[config.mk]
export PLATFORM = sky130hd
export DESIGN_NAME = evf_ctrl
export DESIGN_NICKNAME = d
export VERILOG_FILES = /design/src/design/evf_pkg.sv /design/src/design/evf_ctrl.sv
export SDC_FILE = /design/constraint.sdc
export NUM_CORES = 1
export LEC_CHECK = 0
export ABC_AREA = 0
export BUFFER_PORTS_ARGS = -buffer_cell sky130_fd_sc_hd__buf_2
export CAP_MARGIN = 20
export CORE_ASPECT_RATIO = 1.25
export CORE_MARGIN = 2
export CORE_UTILIZATION = 40
export CTS_CLUSTER_SIZE = 16
export DETAILED_ROUTE_END_ITERATION = 8
export PLACE_DENSITY_LB_ADDON = 0.12
export SYNTH_ARGS = -nofsm -noshare
export SYNTH_HDL_FRONTEND = slang
export SYNTH_SLANG_ARGS = --single-unit
[constraint.sdc]
create_clock -name clk -period 1.5 [get_ports clk]
set_input_delay 0.15 -clock clk [delete_from_list [all_inputs] [get_ports clk]]
set_output_delay 0.15 -clock clk [all_outputs]
set_load 0.005 [all_outputs]
[src/design/evf_pkg.sv]
// ----------------------------------------------------------------------------
// evf_pkg
// Shared types, constants and helpers for the encoder velocity filter.
// ----------------------------------------------------------------------------
package evf_pkg;

  // Default widths of the position count and timestamp fields.
  localparam int COUNT_WIDTH_DEF = 32;
  localparam int TIME_WIDTH_DEF  = 32;

  // Result field width.
  localparam int OUT_W = 32;

  // Configuration port.
  localparam int CFG_IDX_W  = 2;
  localparam int CFG_DATA_W = 24;
  localparam int SCALE_W    = 24;
  localparam int COEFF_W    = 15;

  localparam logic [CFG_IDX_W-1:0] CFG_SCALE = 2'd0;
  localparam logic [CFG_IDX_W-1:0] CFG_POLE  = 2'd1;
  localparam logic [CFG_IDX_W-1:0] CFG_ZERO  = 2'd2;

  localparam logic [SCALE_W-1:0] SCALE_RST = 24'd111451;
  localparam logic [COEFF_W-1:0] POLE_RST  = 15'd27984;
  localparam logic [COEFF_W-1:0] ZERO_RST  = 15'd2386;

  // One million is split as 15625 * 2^6 for the numerator of the divider.
  localparam int CPS_MUL   = 15625;
  localparam int CPS_SHIFT = 6;
  // Extra numerator bits needed on top of the count width (1e6 < 2^20).
  localparam int NUM_EXTRA = 20;

  // Shared multiplier operand and product widths.
  localparam int MUL_A_W = 33;
  localparam int MUL_B_W = 25;
  localparam int PROD_W  = MUL_A_W + MUL_B_W;

  // Rounding constants for the Q23.8 scaling and the Q0.15 filter.
  localparam logic signed [63:0] SCALE_ROUND = 64'sd32768;
  localparam int                 SCALE_SHIFT = 16;
  localparam logic signed [63:0] FILT_ROUND  = 64'sd16384;
  localparam int                 FILT_SHIFT  = 15;

  localparam logic signed [63:0] SAT_MAX = 64'sd2147483647;
  localparam logic signed [63:0] SAT_MIN = -64'sd2147483648;

  // Operand selection of the shared multiplier.
  typedef enum logic [1:0] {
    MUL_SCALE = 2'd0,
    MUL_POLE  = 2'd1,
    MUL_ZERO  = 2'd2
  } mul_sel_t;

  // Commands from the controller to the datapath.
  typedef struct packed {
    logic     load;
    logic     prep;
    logic     div_step;
    logic     cps;
    logic     mul_en;
    mul_sel_t mul_sel;
    logic     scale;
    logic     sum;
    logic     commit;
    logic     out_load;
  } evf_cmd_t;

  // Status from the datapath to the controller.
  typedef struct packed {
    logic dt_zero;
  } evf_status_t;

  // Clamp a wide signed value to the signed 32-bit range.
  function automatic logic signed [OUT_W-1:0] sat32(input logic signed [63:0] x);
    logic signed [OUT_W-1:0] r;
    if (x > SAT_MAX) begin
      r = SAT_MAX[OUT_W-1:0];
    end else if (x < SAT_MIN) begin
      r = SAT_MIN[OUT_W-1:0];
    end else begin
      r = x[OUT_W-1:0];
    end
    return r;
  endfunction

endpackage

[src/design/evf_ctrl.sv]
// ----------------------------------------------------------------------------
// evf_ctrl
// Sequencer for the velocity filter: handshakes, divider step count and the
// order of multiply, scale and filter steps.
// ----------------------------------------------------------------------------
module evf_ctrl #(
  parameter int DIV_STEPS = evf_pkg::COUNT_WIDTH_DEF + evf_pkg::NUM_EXTRA
) (
  input  logic                 clk,
  input  logic                 rst,
  input  logic                 s_tvalid,
  output logic                 s_tready,
  output logic                 m_tvalid,
  input  logic                 m_tready,
  input  evf_pkg::evf_status_t status,
  output evf_pkg::evf_cmd_t    cmd
);

  localparam int CNT_W = $clog2(DIV_STEPS);

  typedef enum logic [9:0] {
    S_IDLE  = 10'b0000000001,
    S_PREP  = 10'b0000000010,
    S_DIV   = 10'b0000000100,
    S_CPS   = 10'b0000001000,
    S_MULV  = 10'b0000010000,
    S_SCALE = 10'b0000100000,
    S_SUM   = 10'b0001000000,
    S_MULZ  = 10'b0010000000,
    S_FILT  = 10'b0100000000,
    S_DONE  = 10'b1000000000
  } state_t;

  state_t           state, state_next;
  logic [CNT_W-1:0] cnt, cnt_next;
  logic             m_tvalid_next;
  logic             accept;
  logic             out_free;

  assign s_tready = (state == S_IDLE);
  assign accept   = s_tvalid && s_tready;
  assign out_free = !m_tvalid || m_tready;

  // Next state, step counter and datapath commands.
  always_comb begin
    state_next   = state;
    cnt_next     = cnt;
    cmd          = '0;
    cmd.mul_sel  = evf_pkg::MUL_SCALE;
    case (state)
      S_IDLE: begin
        if (accept) begin
          cmd.load   = 1'b1;
          state_next = status.dt_zero ? S_DONE : S_PREP;
        end
      end
      S_PREP: begin
        cmd.prep   = 1'b1;
        cnt_next   = CNT_W'(DIV_STEPS - 1);
        state_next = S_DIV;
      end
      S_DIV: begin
        cmd.div_step = 1'b1;
        if (cnt == '0) begin
          state_next = S_CPS;
        end else begin
          cnt_next = cnt - 1'b1;
        end
      end
      S_CPS: begin
        cmd.cps    = 1'b1;
        state_next = S_MULV;
      end
      S_MULV: begin
        cmd.mul_en  = 1'b1;
        cmd.mul_sel = evf_pkg::MUL_SCALE;
        state_next  = S_SCALE;
      end
      S_SCALE: begin
        // The pole product starts while the scaled velocity is taken.
        cmd.scale   = 1'b1;
        cmd.mul_en  = 1'b1;
        cmd.mul_sel = evf_pkg::MUL_POLE;
        state_next  = S_SUM;
      end
      S_SUM: begin
        cmd.sum    = 1'b1;
        state_next = S_MULZ;
      end
      S_MULZ: begin
        cmd.mul_en  = 1'b1;
        cmd.mul_sel = evf_pkg::MUL_ZERO;
        state_next  = S_FILT;
      end
      S_FILT: begin
        cmd.commit = 1'b1;
        state_next = S_DONE;
      end
      S_DONE: begin
        if (out_free) begin
          cmd.out_load = 1'b1;
          state_next   = S_IDLE;
        end
      end
      default: begin
        state_next = S_IDLE;
      end
    endcase
  end

  // Output valid holds until the transaction completes.
  always_comb begin
    m_tvalid_next = m_tvalid;
    if (cmd.out_load) begin
      m_tvalid_next = 1'b1;
    end else if (m_tready) begin
      m_tvalid_next = 1'b0;
    end
  end

  always_ff @(posedge clk) begin
    if (rst) begin
      state    <= S_IDLE;
      cnt      <= '0;
      m_tvalid <= 1'b0;
    end else begin
      state    <= state_next;
      cnt      <= cnt_next;
      m_tvalid <= m_tvalid_next;
    end
  end

endmodule

==> flow_results.org <==
** CTS
- After clock tree synthesis, the clock-pin slew on the worst setup and hold paths is 110 ps.
- Insertion delay of the later-clocked pin in the worst-skew pair :: 300 ps
- Clock tree from TritonCTS :: done
- In this run the number of H-tree levels came out at 1.
- Buffer type at the clock tree root :: sky130_fd_sc_hd__clkbuf_4
- Max Root-Sink Buffers :: 2
- The clock drives 17 sinks.
- Counting the buffers created by CTS gives 3.

** Outcome
- The run finished, with violations left.
- Failing checks :: setup timing

** Critical path
- CP Class :: register to primary output
- Required time at the worst-slack endpoint :: between 1000 and 1500 ps
- Data arrival time of the critical path :: 1680 ps
- Critical R2R Launch :: state[4]
- Cells on worst reg2reg path :: 8
- Flop-to-flop setup slack :: -280 ps
- In this run the critical register-to-register path is captured at state[0].
- In this run the worst path has a maximum fanout of 5.
- The worst setup path is launched from a register.
- STA classifies the critical path endpoint as a primary output.

** STA
- Setup repair after global routing missed its margin :: yes
- Dividing the final minimum period by the clock period gives 122.1%.
- Hold timing on the final database bottoms out at a slack of 21.38 ps.
- Worst Tran Pin Value :: ~320 ps
- Clock tree skew after final layout :: 6.549 ps
- The count of final hold-check violations is 0.
- The number of max-slew violations in the final report came to 0.
- Number of failing setup endpoints in the final timing report :: 27
- Slew Limit Headroom :: between 70% and 80%
- Max Clk Rate :: 545.8 MHz
- Final critical-path required period :: between 1500 and 2000 ps
- Once routing completed, OpenROAD measured the worst setup slack at -332.2 ps.

** Detailed routing
- After detailed routing, the number of remaining DRC violations is 0.
- Once detail routing completed, the nets flagged for antenna violations numbered 0.
- For this run, the detailed router's first-pass iteration total came to 4.
- After detailed routing, the number of vias per cell comes to about 5.2.
- Sum of routed wire length over all layers :: ~3.7 mm
- The first routing iteration left 17 violations.
- Mean routed wirelength per cell :: 15.62 um
- Across all layers, the routed design uses around 1200 vias.

** Global route
- The via count of the first global-routing pass was about 1200.
- The number of antenna violations at the first check in global routing came to 0.
- The first global-routing pass estimated 5.140 mm of wire.
- Across every metal layer, demand over resource in global routing totals 22.18%.
- M1 GR Usage :: 24.33%
- Met3 global-route usage :: 2.184%
- Congestion Overflow GR :: 0
- Most heavily used metal layer in global routing :: met2
- Met2 layer usage reported by global route :: roughly 44%
- Entering global routing, the biggest net connects 11 pins.

** Yosys
- Mapped Nets :: about 130
- Gate Count Post-Synth :: 127
- Summed over its instances, the top area cell type makes up 32.08% of the synthesized netlist area.
- Share of synthesized area occupied by flip-flops and latches :: 32.08%
- In the synthesized netlist the async set-or-reset flop fraction comes to 0%.
- sky130_fd_sc_hd__dfxtp_1 takes more of the synthesized area than any other cell.
- Number of synthesis warnings :: 0
- Avg Synthesized Cell Area :: roughly 8.4 um^2
- Yosys instantiated no cell more often than sky130_fd_sc_hd__dfxtp_1.
- The synthesized netlist occupies a cell area of between 1000 and 1500 um^2.
- Dominant synthesized flop cell :: sky130_fd_sc_hd__dfxtp_1
- Yosys attributes the largest share of cell area to sky130_fd_sc_hd__dfxtp_1 32%, sky130_fd_sc_hd__nor4_4 6.0%, sky130_fd_sc_hd__nor2_1 5.7%, sky130_fd_sc_hd__nor3_1 4.2%, sky130_fd_sc_hd__a21oi_1 3.8%.
- Counting distinct cell types in the post-synthesis netlist gives 40.
- Synthesis-stage register bit count :: 17
- Number of enable flip-flop cells after synthesis :: 0
- Synth cell count leaders :: 17 x sky130_fd_sc_hd__dfxtp_1, 16 x sky130_fd_sc_hd__nor2_1, 9 x sky130_fd_sc_hd__nor3_1

** Die
- Core Region :: 2477 um^2
- Die span in y :: 61.58 um
- Top-level port count :: 18
- Overall die width :: ~50 um
- For this configuration, the core starts out at a cell density of 42.83%.
- Total die area :: 3083 um^2
- In this run the core area contains 20 standard-cell rows.

** Run
- Total of max-cap violations :: 0

** Place
- Timing analysis after detailed placement gives a worst setup slack of -161.1 ps.
- Port buffering added 17 buffers.
- Hpwl dp :: around 2.2 mm
- Area after detailed placement :: 1463 um^2
- Final Wtd Congestion :: between 0.7 and 0.8

** Min path
- The worst hold path passes through 2 cells.
- Path class of the lowest-slack min-delay path :: input pin to register
- Worst min-delay path startpoint :: status
- The path with the worst hold slack has its endpoint at state[1].

** Pwr
- The worst-case IR drop observed on VDD is 0.3910 mV.
- In this run the static leakage power is about 0.00084 uW.
- PD cells :: 558.1 nW/um^2

** Finish
- Final-stage net count :: 209
- Summing all non-filler instances in the final layout gives an area of 2001 um^2.
- Compared with the post-synthesis result, the final layout area differs by 88.56%.
- The number of antenna diodes in the final layout is 0.
- Multi-input gate area in the final layout :: 925.9 um^2
- Across the whole layout, storage elements account for 371.6 um^2.
- FILL cells :: between 100 and 150
- Share of post-route cells with drive strength above 1 :: ~70%
## final cells by class
| type | instances | share of cell area, % |
|---|---|---|
| Clock buffer | 4 | 1.313 |
| Inverter | 7 | 1.313 |
| Multi-Input combinational cell | 97 | 46.28 |
| Sequential cell | 17 | 18.57 |
| Tap cell | 33 | 2.064 |
| Timing Repair Buffer | 76 | 30.46 |
## logic make-up after synthesis
family,synth area share (%)
simple gates,41.16
buf+inv,6.250
flops,32.08
compound gates,14.86
fa+ha+maj,2.358
xor+xnor,3.302
## cells in the final DEF (no fill, tap or decap), types with 6 or more instances in the layout
cell and n:
sky130_fd_sc_hd__buf_6 15, sky130_fd_sc_hd__dfxtp_4 7, sky130_fd_sc_hd__a21oi_1 6, sky130_fd_sc_hd__nor2_1 8, sky130_fd_sc_hd__dfxtp_1 6, sky130_fd_sc_hd__buf_2 15
sky130_fd_sc_hd__nor2_4 7, sky130_fd_sc_hd__buf_4 44
## per-stage QoR
stage / total power (uW) / util, % / std cells / TNS [ps]
final: 1117 / 80.76 / 234 / -4992
after CTS: 1046 / 70.71 / 225 / -4784
after floorplan: 617.2 / - / 127 / -945.5
after global placement: 706.4 / 59.04 / 210 / -941.5
after detailed placement: 712.6 / 59.04 / 210 / -1545
after global routing: 1162 / 80.76 / 234 / -6518
## worst max path at each step
stage | cells after the start | slack, ps | startpoint | endpoint
floorplan | 5 | -140 | cnt[2] | state[5]
global placement | 5 | -120 | cnt[2] | state[8]
detailed placement | 5 | -160 | cnt[2] | state[5]
CTS | 5 | -310 | state[8] | cmd[10]
global route | 6 | -370 | state[4] | cmd[0]
finish | 5 | -330 | state[8] | cmd[10]
## metal layers
layer | vias up | share of wire (%)
li1 | 605 | -
met1 | 591 | 39
met2 | 15 | 58
met3 | 4 | 1.5
met4 | 0 | 1.3
met5 | - | 0
## power by group
part	leakage, uW	total, uW	switching [uW]	internal, uW
logic	0.000683	383	178	205
registers	0.000144	469	15.5	454
clock network	0.0000150	265	161	104
total	0.000843	1120	354	762
## worst max-delay path, cell delays in order (launching register included)
cell,delay [ps]
sky130_fd_sc_hd__dfxtp_4,390
sky130_fd_sc_hd__or4b_4,540
sky130_fd_sc_hd__buf_6,140
sky130_fd_sc_hd__nor2_4,70
sky130_fd_sc_hd__and2_4,150
sky130_fd_sc_hd__buf_6,90
## state kept, by name (all words and copies together) (netlist names)
signal and flops:
state 10, cnt 6, m_tvalid 1
## timing repair
action | CTS | global route
pin swaps | 20 | 14
cloned | 0 | 0
endpoints found under the hold margin | 0 | 0
setup buffers | 11 | 11
gates resized for setup | 47 | 45
endpoints found under the setup margin | 28 | 28
hold buffers | 0 | 0
(Power assumes the default switching activity.)
